**src/hw/rtl/dcc_pkg.sv**
```systemverilog
// ----------------------------------------------------------------------------
// dcc_pkg: shared types and constants for the day count to date converter
// Holds the sequencer state type, the day counts of the calendar chunks
// and the month length lookup.
// ----------------------------------------------------------------------------
package dcc_pkg;

  // Sequencer states
  typedef enum logic [2:0] {
    S_IDLE,
    S_OFFS,
    S_DIV,
    S_C100,
    S_C4,
    S_Y1,
    S_MON,
    S_DONE
  } state_t;

  // Counts are rebased to 1601-01-01, the start of a 400-year cycle
  localparam int EPOCH_OFFSET = 134774;  // days from 1601-01-01 to 1970-01-01
  localparam int YEAR_BASE    = 1601;
  localparam int EPOCH_YEAR   = 1970;

  // Chunk lengths in days
  localparam int DAYS_400Y = 146097;
  localparam int DAYS_100Y = 36524;
  localparam int DAYS_4Y   = 1461;
  localparam int DAYS_1Y   = 365;

  // Year increments per chunk
  localparam int YEARS_400 = 400;
  localparam int YEARS_100 = 100;
  localparam int YEARS_4   = 4;
  localparam int YEARS_1   = 1;

  // Most chunks of each size taken before stepping down
  localparam int C100_MAX   = 3;
  localparam int C4_MAX     = 24;
  localparam int Y1_MAX     = 3;
  localparam int MONTH_LAST = 11;

  // Month length, months numbered from 0 for January
  function automatic logic [4:0] month_days(input logic [3:0] m, input logic leap);
    logic [4:0] len;
    case (m)
      4'd1:                      len = leap ? 5'd29 : 5'd28;
      4'd3, 4'd5, 4'd8, 4'd10:   len = 5'd30;
      default:                   len = 5'd31;
    endcase
    return len;
  endfunction

endpackage

```
**src/hw/rtl/dcc_addsub.sv**
```systemverilog
// ----------------------------------------------------------------------------
// dcc_addsub: shared add / compare-subtract unit
// With sub high gives a - b and carry high when a >= b; otherwise a + b.
// ----------------------------------------------------------------------------
module dcc_addsub #(
  parameter int WIDTH = 19
) (
  input  logic [WIDTH-1:0] a,
  input  logic [WIDTH-1:0] b,
  input  logic             sub,
  output logic [WIDTH-1:0] res,
  output logic             carry
);

  logic [WIDTH:0] sum;

  // Two's complement subtract via inverted operand and carry in
  assign sum   = {1'b0, a} + {1'b0, (b ^ {WIDTH{sub}})} + {{WIDTH{1'b0}}, sub};
  assign res   = sum[WIDTH-1:0];
  assign carry = sum[WIDTH];

endmodule

```
**src/hw/rtl/day_count_to_calendar_date.sv**
```systemverilog
// ----------------------------------------------------------------------------
// day_count_to_calendar_date: days since 1970-01-01 to Gregorian date
// Converts a signed day count into year, month and day of month.
// ----------------------------------------------------------------------------
// One word is converted at a time: in_ready is high only while the block is
// idle. After acceptance the count is rebased to 1601-01-01, whole 400-year
// cycles are removed by shift-and-subtract, then up to 3 centuries, 24
// four-year groups and 3 single years are stepped off, up to 11 whole months
// are stepped off, and the done state hands the word to the output register.
// Every step goes through one shared add/subtract unit. A negative count goes
// straight to the done state and returns 1970-01-01 with error set. The output
// register holds a result until taken while the next word is accepted; a
// result still waiting there holds the next word in the done state until it
// is taken.
// ----------------------------------------------------------------------------
module day_count_to_calendar_date #(
  parameter int DAY_COUNT_BITS = 21
) (
  input  logic                      clk,
  input  logic                      rst,
  input  logic                      in_valid,
  output logic                      in_ready,
  input  logic [DAY_COUNT_BITS-1:0] day_count,
  output logic                      out_valid,
  input  logic                      out_ready,
  output logic [12:0]               year,
  output logic [3:0]                month,
  output logic [4:0]                day_of_month,
  output logic                      error
);

  // Working width: holds the rebased count
  localparam int NW = ((DAY_COUNT_BITS - 1 > 18) ? DAY_COUNT_BITS - 1 : 18) + 1;
  // Quotient bits of the 400-year division
  localparam int QB = NW - 17;

  dcc_pkg::state_t state, state_next;

  logic [NW-1:0] n;
  logic [12:0]   yacc;
  logic [4:0]    cnt;
  logic [1:0]    c100;
  logic          c4_full;
  logic          leap;
  logic          err;

  logic [NW-1:0] op_b;
  logic          op_sub;
  logic [NW-1:0] unit_res;
  logic          unit_carry;

  logic          in_fire;
  logic          load_out;
  logic          take;

  assign in_ready = (state == dcc_pkg::S_IDLE);
  assign in_fire  = in_valid && in_ready;
  assign load_out = (state == dcc_pkg::S_DONE) && (!out_valid || out_ready);

  // Shared arithmetic unit
  dcc_addsub #(.WIDTH(NW)) u_unit (
    .a     (n),
    .b     (op_b),
    .sub   (op_sub),
    .res   (unit_res),
    .carry (unit_carry)
  );

  // Chunk step is taken when it fits and the count limit is not reached
  always_comb begin
    case (state)
      dcc_pkg::S_C100: take = unit_carry && (cnt != 5'(dcc_pkg::C100_MAX));
      dcc_pkg::S_C4:   take = unit_carry && (cnt != 5'(dcc_pkg::C4_MAX));
      dcc_pkg::S_Y1:   take = unit_carry && (cnt != 5'(dcc_pkg::Y1_MAX));
      dcc_pkg::S_MON:  take = unit_carry && (cnt != 5'(dcc_pkg::MONTH_LAST));
      default:         take = unit_carry;
    endcase
  end

  // Operand selection for the shared unit
  always_comb begin
    op_sub = 1'b1;
    case (state)
      dcc_pkg::S_OFFS: begin
        op_b   = NW'(dcc_pkg::EPOCH_OFFSET);
        op_sub = 1'b0;
      end
      dcc_pkg::S_DIV:  op_b = NW'(dcc_pkg::DAYS_400Y) << cnt;
      dcc_pkg::S_C100: op_b = NW'(dcc_pkg::DAYS_100Y);
      dcc_pkg::S_C4:   op_b = NW'(dcc_pkg::DAYS_4Y);
      dcc_pkg::S_Y1:   op_b = NW'(dcc_pkg::DAYS_1Y);
      dcc_pkg::S_MON:  op_b = NW'(dcc_pkg::month_days(cnt[3:0], leap));
      default:         op_b = '0;
    endcase
  end

  // Next state
  always_comb begin
    state_next = state;
    case (state)
      dcc_pkg::S_IDLE: begin
        if (in_valid) begin
          state_next = day_count[DAY_COUNT_BITS-1] ? dcc_pkg::S_DONE : dcc_pkg::S_OFFS;
        end
      end
      dcc_pkg::S_OFFS: state_next = dcc_pkg::S_DIV;
      dcc_pkg::S_DIV: begin
        if (cnt == 5'd0) state_next = dcc_pkg::S_C100;
      end
      dcc_pkg::S_C100: if (!take) state_next = dcc_pkg::S_C4;
      dcc_pkg::S_C4:   if (!take) state_next = dcc_pkg::S_Y1;
      dcc_pkg::S_Y1:   if (!take) state_next = dcc_pkg::S_MON;
      dcc_pkg::S_MON:  if (!take) state_next = dcc_pkg::S_DONE;
      dcc_pkg::S_DONE: if (load_out) state_next = dcc_pkg::S_IDLE;
      default:         state_next = dcc_pkg::S_IDLE;
    endcase
  end

  // Control registers
  always_ff @(posedge clk) begin
    if (rst) begin
      state     <= dcc_pkg::S_IDLE;
      out_valid <= 1'b0;
    end else begin
      state <= state_next;
      if (load_out) begin
        out_valid <= 1'b1;
      end else if (out_ready) begin
        out_valid <= 1'b0;
      end
    end
  end

  // Datapath registers
  always_ff @(posedge clk) begin
    case (state)
      dcc_pkg::S_IDLE: begin
        if (in_fire) begin
          n    <= {{(NW - DAY_COUNT_BITS + 1){1'b0}}, day_count[DAY_COUNT_BITS-2:0]};
          err  <= day_count[DAY_COUNT_BITS-1];
          yacc <= 13'(dcc_pkg::YEAR_BASE);
          cnt  <= '0;
        end
      end
      dcc_pkg::S_OFFS: begin
        n   <= unit_res;
        cnt <= 5'(QB - 1);
      end
      dcc_pkg::S_DIV: begin
        if (unit_carry) begin
          n    <= unit_res;
          yacc <= yacc + (13'(dcc_pkg::YEARS_400) << cnt);
        end
        if (cnt != 5'd0) cnt <= cnt - 5'd1;
      end
      dcc_pkg::S_C100: begin
        if (take) begin
          n    <= unit_res;
          yacc <= yacc + 13'(dcc_pkg::YEARS_100);
          cnt  <= cnt + 5'd1;
        end else begin
          c100 <= cnt[1:0];
          cnt  <= '0;
        end
      end
      dcc_pkg::S_C4: begin
        if (take) begin
          n    <= unit_res;
          yacc <= yacc + 13'(dcc_pkg::YEARS_4);
          cnt  <= cnt + 5'd1;
        end else begin
          c4_full <= (cnt == 5'(dcc_pkg::C4_MAX));
          cnt     <= '0;
        end
      end
      dcc_pkg::S_Y1: begin
        if (take) begin
          n    <= unit_res;
          yacc <= yacc + 13'(dcc_pkg::YEARS_1);
          cnt  <= cnt + 5'd1;
        end else begin
          // last year of a four-year group; century years only every 400
          leap <= (cnt == 5'(dcc_pkg::Y1_MAX)) &&
                  (!c4_full || (c100 == 2'(dcc_pkg::C100_MAX)));
          cnt  <= '0;
        end
      end
      dcc_pkg::S_MON: begin
        if (take) begin
          n   <= unit_res;
          cnt <= cnt + 5'd1;
        end
      end
      dcc_pkg::S_DONE: begin
        if (load_out) begin
          error <= err;
          if (err) begin
            year         <= 13'(dcc_pkg::EPOCH_YEAR);
            month        <= 4'd1;
            day_of_month <= 5'd1;
          end else begin
            year         <= yacc;
            month        <= cnt[3:0] + 4'd1;
            day_of_month <= n[4:0] + 5'd1;
          end
        end
      end
      default: begin
      end
    endcase
  end

  // Checks
  a_err_date: assert property (@(posedge clk) disable iff (rst)
    (out_valid && error) |-> (year == 13'(dcc_pkg::EPOCH_YEAR) && month == 4'd1 &&
                              day_of_month == 5'd1))
    else $error("error word without epoch date");

  a_date_range: assert property (@(posedge clk) disable iff (rst)
    (out_valid && !error) |-> (month >= 4'd1 && month <= 4'd12 &&
                               day_of_month >= 5'd1 && day_of_month <= 5'd31 &&
                               year >= 13'(dcc_pkg::EPOCH_YEAR)))
    else $error("converted date out of range");

  a_busy_after_accept: assert property (@(posedge clk) disable iff (rst)
    in_fire |=> !in_ready)
    else $error("accepted a word while busy");

  a_month_count: assert property (@(posedge clk) disable iff (rst)
    (state == dcc_pkg::S_MON) |-> (cnt <= 5'(dcc_pkg::MONTH_LAST)))
    else $error("month counter overran");

  a_group_count: assert property (@(posedge clk) disable iff (rst)
    (state == dcc_pkg::S_C4) |-> (cnt <= 5'(dcc_pkg::C4_MAX)))
    else $error("four-year group counter overran");

endmodule
```
**config.mk**
```make
export PLATFORM = sky130hd
export DESIGN_NAME = day_count_to_calendar_date
export DESIGN_NICKNAME = d
export VERILOG_FILES = /design/src/hw/rtl/dcc_pkg.sv /design/src/hw/rtl/dcc_addsub.sv /design/src/hw/rtl/day_count_to_calendar_date.sv
export SDC_FILE = /design/constraint.sdc
export NUM_CORES = 1
export LEC_CHECK = 0
export BUFFER_PORTS_ARGS = -buffer_cell sky130_fd_sc_hd__clkbuf_2
export CAP_MARGIN = 20
export CORE_UTILIZATION = 61
export CTS_CLUSTER_DIAMETER = 120
export DETAILED_ROUTE_END_ITERATION = 8
export HOLD_SLACK_MARGIN = 0.12
export PLACE_DENSITY = 0.78
export SYNTH_ARGS = -nofsm -noshare
export SYNTH_HDL_FRONTEND = slang
export SYNTH_SLANG_ARGS = --single-unit
```
**constraint.sdc**
```tcl
create_clock -name clk -period 7.1 [get_ports clk]
set_clock_uncertainty 0.05 [all_clocks]
set_input_delay 1.42 -clock clk [delete_from_list [all_inputs] [get_ports clk]]
set_output_delay 1.42 -clock clk [all_outputs]
set_load 0.05 [all_outputs]
```
==> results of run 1 <==
-- cell families (layout without fill, tap and decap cells) --
kind of cell    Yosys count  after routing  synth area share
mux                       6              6            0.0120
flops                    71             71             0.363
compound gates          225            225             0.246
fa+ha+maj                47             47             0.103
buf+inv                  56             96            0.0402
simple gates            211            211             0.173
xor+xnor                 41             41            0.0624
-- layout make-up --
type / instances / area [um^2] / share of cell area
flip-flops and latches: 71 / 2090 / 0.332
clock inverters: 7 / 96.3 / 0.0153
multi-input cells: 530 / 3440 / 0.546
well taps: 111 / 139 / 0.0220
repair buffers: 57 / 323 / 0.0512
inverters: 23 / 86.3 / 0.0137
clock buffers: 9 / 124 / 0.0197
-- cells in the final DEF (no fill, tap or decap), types with 7 or more instances in the layout --
| cell type | netlist | routed |
|---|---|---|
| sky130_fd_sc_hd__inv_1 | 22 | 22 |
| sky130_fd_sc_hd__o21bai_1 | 8 | 8 |
| sky130_fd_sc_hd__a21o_1 | 10 | 10 |
| sky130_fd_sc_hd__clkbuf_2 | 0 | 49 |
| sky130_fd_sc_hd__a31oi_1 | 11 | 11 |
| sky130_fd_sc_hd__nand2_1 | 86 | 86 |
| sky130_fd_sc_hd__o211ai_1 | 7 | 7 |
| sky130_fd_sc_hd__ha_1 | 45 | 45 |
| sky130_fd_sc_hd__nand3_1 | 12 | 12 |
| sky130_fd_sc_hd__clkbuf_8 | 0 | 9 |
| sky130_fd_sc_hd__o22ai_1 | 10 | 10 |
| sky130_fd_sc_hd__or2_2 | 8 | 8 |
| sky130_fd_sc_hd__xor2_1 | 17 | 17 |
| sky130_fd_sc_hd__nand2b_1 | 8 | 8 |
| sky130_fd_sc_hd__o21ai_0 | 55 | 55 |
| sky130_fd_sc_hd__nor2b_1 | 16 | 15 |
| sky130_fd_sc_hd__a211oi_1 | 8 | 8 |
| sky130_fd_sc_hd__nor2_1 | 42 | 42 |
| sky130_fd_sc_hd__nor3_1 | 12 | 12 |
| sky130_fd_sc_hd__xnor2_1 | 24 | 24 |
| sky130_fd_sc_hd__and3_1 | 7 | 7 |
| sky130_fd_sc_hd__edfxtp_1 | 67 | 67 |
| sky130_fd_sc_hd__a21oi_1 | 69 | 69 |
-- per-stage QoR --
| stage | hold slack, ns | utilization | cells | worst slack (ns) |
|---|---|---|---|---|
| floorplan | 0.443 | - | 657 | 1.61 |
| global placement | 0.492 | 0.658 | 790 | 1.90 |
| detailed placement | 0.506 | 0.658 | 791 | 1.81 |
| CTS | 0.507 | 0.682 | 807 | 1.76 |
| global route | 0.537 | 0.685 | 808 | 1.35 |
| finish | 0.501 | 0.685 | 808 | 1.63 |
-- routing by layer --
| layer | up-vias | global-route usage | wire length (um) |
|---|---|---|---|
| met1 | 2425 | 0.406 | 6610 |
| met3 | 47 | 0.0534 | 926 |
| li1 | 2488 | - | - |
| met5 | - | 0 | 0 |
| met2 | 239 | 0.559 | 7460 |
| met4 | 0 | 0.147 | 564 |
-- path summary, 6_finish.rpt --
kind,cells after the start,endpoint
worst min register to register,1,leap$_DFFE_PP_
worst min-delay path,1,leap$_DFFE_PP_
worst max register to register,12,yacc[5]$_DFFE_PP_
worst max-delay path,12,yacc[5]$_DFFE_PP_
-- sequential cells by signal, indices dropped and copies added, names as in the netlist, 2 cells and up --
signal,count
day_of_month,5
cnt,5
yacc,13
c100,2
n,21
state,3
year,13
month,4
-- worst reg2reg max path, cell delays in order, from the launching register on --
cell and delay, ns:
sky130_fd_sc_hd__dfxtp_1 0.82, sky130_fd_sc_hd__nor2b_1 0.55, sky130_fd_sc_hd__nand2_1 0.29, sky130_fd_sc_hd__nor2_1 0.55, sky130_fd_sc_hd__a22oi_1 0.17, sky130_fd_sc_hd__ha_1 0.46, sky130_fd_sc_hd__nand2_1 0.08, sky130_fd_sc_hd__o21ai_0 0.34
sky130_fd_sc_hd__a41o_1 0.15, sky130_fd_sc_hd__o31ai_1 0.07, sky130_fd_sc_hd__a21o_2 0.24, sky130_fd_sc_hd__o31a_1 0.42, sky130_fd_sc_hd__o211ai_1 0.89
==> flow_metrics.env, run 1 <==
export IMPL_drcViolationCount=0
export IMPL_numClockSinks=71
export IMPL_finalWirelength_um=15600
export IMPL_synth_edff_count=67
export IMPL_max_clock_freq_mhz=183
export IMPL_ff2ff_setup_slack_ns=1.63
export IMPL_crit_start="state[1]$_SDFFE_PP0P_"
export IMPL_die_height_um=99.1
export IMPL_synth_warnings=0
export IMPL_cp_end_kind="flop"
export IMPL_postRouteAntennaNets=0
export IMPL_number_of_global_route_vias_before_repair=4874
export IMPL_critical_path_max_fanout=21
export IMPL_die_area_um2=9830
export IMPL_core_region_area_um2=9200
export IMPL_max_slew_margin_rel=0.285
export IMPL_post_dp_cell_area_um2=6050
export IMPL_die_width_um=99.1
export IMPL_hold_class="reg2reg"
export IMPL_synth_commonest_cells="sky130_fd_sc_hd__nand2_1, sky130_fd_sc_hd__a21oi_1, sky130_fd_sc_hd__edfxtp_1"
export IMPL_cts_tree="built"
export IMPL_worst_slew_pin_slew_ns=1.07
export IMPL_cts_repair_resized=0
export IMPL_crit_type="reg2reg"
export IMPL_clock_tree_root_cell="sky130_fd_sc_hd__clkbuf_8"
export IMPL_post_drt_wl_per_cell_um=19.3
export IMPL_synth_top_area_share=0.349
export IMPL_outcome="complete, no violations"
export IMPL_ys_seq_area_frac=0.363
export IMPL_period_minus_slack_ns=5.47
export IMPL_mapped_nets=728
export IMPL_cts_setup_buffers=0
export IMPL_routabilityCongestion=1.01
export IMPL_fillCellCount=760
export IMPL_clk_pin_slew_worst_paths_ns=0.09
export IMPL_grt_start_max_net_pins=41
export IMPL_postSynthAreaPerCell_um2=8.76
export IMPL_crit_path_max_incr_delay_ns=0.89
export IMPL_setup_viol=0
export IMPL_ys_seq_elements=71
export IMPL_ctsLongestPathBuffers=2
export IMPL_worst_path_max_delay_cell="sky130_fd_sc_hd__o211ai_1"
export IMPL_worstPathCellList="nor2b_1 -> nand2_1 -> nor2_1 -> a22oi_1 -> ha_1 -> nand2_1 -> o21ai_0 -> a41o_1 -> o31ai_1 -> a21o_2 -> o31a_1 -> o211ai_1"
export IMPL_crit_reg2reg_launch="state[1]$_SDFFE_PP0P_"
export IMPL_synth_async_sr_flop_share=0
export IMPL_initial_antenna_violation_count=0
export IMPL_gr_usage_all_layers=0.326
export IMPL_synth_area_top_cells="sky130_fd_sc_hd__edfxtp_1, sky130_fd_sc_hd__ha_1, sky130_fd_sc_hd__a21oi_1"
export IMPL_floorplan_initialDensity=0.626
export IMPL_start_kind="flop"
export IMPL_half_perimeter_wire_length_after_detailed_placement_um=11500
export IMPL_critical_path_top_delay_family="compound AO/OA/AOI/OAI gates"
export IMPL_clock_insertion_delay_worst_skew_ns=0.36
export IMPL_routed_via_density=6.43
export IMPL_timing_hold_violations_final=0
export IMPL_nNetsFinal=763
export IMPL_worst_hold_startpoint="c4_full$_DFFE_PP_"
export IMPL_global_route_total_overflow=0
export IMPL_syn_inst=657
export IMPL_numPortBuffers=49
export IMPL_cts_buffers=9
export IMPL_postCtsHoldBufs=0
export IMPL_num_vias=5199
export IMPL_synth_distinct_cells=68
export IMPL_grt_setup_unrepaired="no"
export IMPL_finalSetupTns_ns=0
export IMPL_row_count=35
export IMPL_most_frequent_cell_on_the_critical_path="sky130_fd_sc_hd__nand2_1"
export IMPL_grt_pass1_wl_um=24800
export IMPL_timing_final_crit_share=0.770
export IMPL_synth_flop_cell="sky130_fd_sc_hd__edfxtp_1"
export IMPL_drt_iter0_drc=440
export IMPL_max_cap_viol_count=0
export IMPL_timing_final_max_slew_violations=0
export IMPL_cts_htree_levels=3
export IMPL_synthMostInstantiatedCell="sky130_fd_sc_hd__nand2_1"
export IMPL_antenna_cells=0
export IMPL_timing_critical_path_required_ns=7.02
export IMPL_postLayoutCellArea_um2=6300
export IMPL_ios=50
export IMPL_worstPathArrival_ns=5.39
export IMPL_synthToLayoutAreaGrowth_pct=9.48
export IMPL_path_buf_inv=0
export IMPL_synth_largest_area_cell="sky130_fd_sc_hd__edfxtp_1"
export IMPL_layout_cell_share_with_drive_strength_beyond_1=0.136
export IMPL_dr_pass1_iters=5
export IMPL_mappedNetlistArea_um2=5760
Power of run 1 is not shown: default switching activity piles up to over one toggle a cycle in this logic, so the estimate is an artifact.
==> run 2, diff against run 1 <==
--- a/config.mk
+++ b/config.mk
@@ -5,6 +5,7 @@
 export SDC_FILE = /design/constraint.sdc
 export NUM_CORES = 1
 export LEC_CHECK = 0
+export ABC_AREA = 1
 export BUFFER_PORTS_ARGS = -buffer_cell sky130_fd_sc_hd__clkbuf_2
 export CAP_MARGIN = 20
 export CORE_UTILIZATION = 61
==> constraint.sdc (replaced) <==
create_clock -name clk -period 5.5 [get_ports clk]
set_clock_uncertainty 0.05 [all_clocks]
set_input_delay 1.1 -clock clk [delete_from_list [all_inputs] [get_ports clk]]
set_output_delay 1.1 -clock clk [all_outputs]
set_load 0.05 [all_outputs]
==> run 2 against run 1 <==
Maximum frequency grew 25%. Critical endpoint is now yacc[10]$_DFFE_PP_. Cell count grew 15%. Clock-buffer cell count is the same. Setup slack lost 0.51 ns. Global-route usage grew 1.3 points. Final area shrank 0.34%. Via count grew 7.7%. Synthesized cell count grew 17%. Critical path depth grew 4. Wire length grew 4.0%.
==> flow_metrics.env, run 2 <==
export IMPL_synth_distinct_cells=55
export IMPL_row_count=35
export IMPL_layout_commonest_cell="sky130_fd_sc_hd__nand2_1"
export IMPL_num_vias=5601
export IMPL_synth_async_sr_flop_share=0
export IMPL_grt_start_max_net_pins=34
export IMPL_hold_class="reg2reg"
export IMPL_largest_registers="n: 21 flops, yacc: 13 flops, year: 13 flops"
export IMPL_antenna_cells=0
export IMPL_grt_pass1_wl_um=25600
export IMPL_drcViolationCount=0
export IMPL_synth_area_top_cells="sky130_fd_sc_hd__edfxtp_1, sky130_fd_sc_hd__nand2_1, sky130_fd_sc_hd__ha_1"
export IMPL_die_height_um=99.0
export IMPL_most_used_cells_in_the_layout_excluding_fill_and_tap_cells="sky130_fd_sc_hd__nand2_1, sky130_fd_sc_hd__nor2_1, sky130_fd_sc_hd__inv_1"
export IMPL_floorplan_initialDensity=0.624
export IMPL_number_of_global_route_vias_before_repair=5158
export IMPL_syn_inst=766
export IMPL_ctsLongestPathBuffers=2
export IMPL_start_kind="flop"
export IMPL_mapped_nets=837
export IMPL_ios=50
export IMPL_timing_hold_violations_final=0
export IMPL_synth_edff_count=67
export IMPL_max_slew_margin_rel=0.316
export IMPL_timing_critical_path_required_ns=5.55
export IMPL_die_width_um=99.0
export IMPL_cts_htree_levels=3
export IMPL_worstPathArrival_ns=4.43
export IMPL_nNetsFinal=888
export IMPL_cp_end_kind="flop"
export IMPL_drt_iter0_drc=645
export IMPL_finalWirelength_um=16200
export IMPL_synthMostInstantiatedCell="sky130_fd_sc_hd__nand2_1"
export IMPL_ys_seq_elements=71
export IMPL_synth_commonest_cells="sky130_fd_sc_hd__nand2_1, sky130_fd_sc_hd__nor2_1, sky130_fd_sc_hd__inv_1"
export IMPL_numClockSinks=71
export IMPL_mappedNetlistArea_um2=5740
export IMPL_synth_flop_cell="sky130_fd_sc_hd__edfxtp_1"
export IMPL_synth_warnings=0
export IMPL_grt_setup_unrepaired="no"
export IMPL_synth_largest_area_cell="sky130_fd_sc_hd__edfxtp_1"
export IMPL_max_cap_viol_count=0
export IMPL_postSynthAreaPerCell_um2=7.49
export IMPL_period_minus_slack_ns=4.38
export IMPL_outcome="complete, no violations"
export IMPL_clk_pin_slew_worst_paths_ns=0.09
export IMPL_clock_insertion_delay_worst_skew_ns=0.36
export IMPL_die_area_um2=9800
export IMPL_clock_tree_root_cell="sky130_fd_sc_hd__clkbuf_8"
export IMPL_critical_path_max_fanout=18
export IMPL_timing_final_crit_share=0.796
export IMPL_routabilityCongestion=0.946
export IMPL_global_route_total_overflow=0
export IMPL_layout_cell_share_with_drive_strength_beyond_1=0.125
export IMPL_cts_tree="built"
export IMPL_crit_type="reg2reg"
export IMPL_core_region_area_um2=9200
export IMPL_synthToLayoutAreaGrowth_pct=9.46
export IMPL_dr_pass1_iters=6
export IMPL_postRouteAntennaNets=0
export IMPL_cts_repair_resized=0
export IMPL_gr_usage_all_layers=0.339
export IMPL_numPortBuffers=49
export IMPL_finalSetupTns_ns=0
export IMPL_worst_slew_pin_slew_ns=1.02
export IMPL_postCtsHoldBufs=0
export IMPL_setup_viol=0
export IMPL_timing_final_max_slew_violations=0
export IMPL_post_drt_wl_per_cell_um=17.3
export IMPL_half_perimeter_wire_length_after_detailed_placement_um=12800
export IMPL_largest_register_ff_count=21
export IMPL_cts_setup_buffers=0
export IMPL_max_clock_freq_mhz=229
export IMPL_register_with_the_most_flip_flops="n"
export IMPL_routed_via_density=6.00
export IMPL_cts_buffers=9
export IMPL_synth_top_area_share=0.351
export IMPL_ys_seq_area_frac=0.365
export IMPL_initial_antenna_violation_count=0
run 2: routing by layer:
layer | track usage | routed length, um | vias up
li1 | - | - | 2705
met3 | 0.0539 | 1380 | 56
met1 | 0.438 | 6680 | 2525
met4 | 0.129 | 526 | 0
met2 | 0.570 | 7590 | 315
met5 | 0 | 0 | -
run 2: cells by family after synthesis:
| group | synth area share |
|---|---|
| fa+ha+maj | 0.102 |
| compound gates | 0.164 |
| xor+xnor | 0.0321 |
| buf+inv | 0.0772 |
| simple gates | 0.261 |
| flops | 0.365 |
run 2: path summary, 6_finish.rpt:
check	depth (start not counted)	from	slack, ns	to
setup / recovery	16	cnt[2]$_DFFE_PP_	1.12	yacc[10]$_DFFE_PP_
hold / removal	1	c4_full$_DFFE_PP_	0.53	leap$_DFFE_PP_
hold reg to reg	1	c4_full$_DFFE_PP_	0.53	leap$_DFFE_PP_
setup reg to reg	16	cnt[2]$_DFFE_PP_	1.12	yacc[10]$_DFFE_PP_
run 2: cell type report:
cell class	instances	area, um^2
Clock buffer	9	124
Clock inverter	7	61.3
Fill cell	779	2920
Inverter	103	387
Multi-Input combinational cell	580	3210
Sequential cell	71	2090
Tap cell	111	139
Timing Repair Buffer	52	268
run 2: metrics by stage:
| stage | hold WS [ns] | cells | worst slack (ns) | utilization | cell area, um^2 |
|---|---|---|---|---|---|
| after floorplan | 0.463 | 766 | 0.840 | - | 5740 |
| after global placement | 0.494 | 917 | 1.33 | 0.663 | 6100 |
| after detailed placement | 0.497 | 917 | 1.28 | 0.663 | 6100 |
| after CTS | 0.517 | 933 | 1.20 | 0.683 | 6280 |
| after global routing | 0.528 | 933 | 0.787 | 0.683 | 6280 |
| final | 0.528 | 933 | 1.12 | 0.683 | 6280 |
run 2: worst max-delay path, cell delays in order (launching register included):
cell and delay (ns):
sky130_fd_sc_hd__edfxtp_1 0.71, sky130_fd_sc_hd__clkinv_1 0.41, sky130_fd_sc_hd__ha_1 0.38, sky130_fd_sc_hd__o21ai_0 0.24
sky130_fd_sc_hd__nor3_1 0.09, sky130_fd_sc_hd__nor3_1 0.25, sky130_fd_sc_hd__ha_1 0.31, sky130_fd_sc_hd__a21oi_1 0.21
sky130_fd_sc_hd__o21ai_0 0.15, sky130_fd_sc_hd__a21oi_1 0.19, sky130_fd_sc_hd__nor2_1 0.06, sky130_fd_sc_hd__a211oi_1 0.38
sky130_fd_sc_hd__nand2_4 0.13, sky130_fd_sc_hd__nor2_1 0.17, sky130_fd_sc_hd__nand3b_1 0.16, sky130_fd_sc_hd__nor2_1 0.05
sky130_fd_sc_hd__buf_4 0.19
Power of run 2 is left out for the same reason.
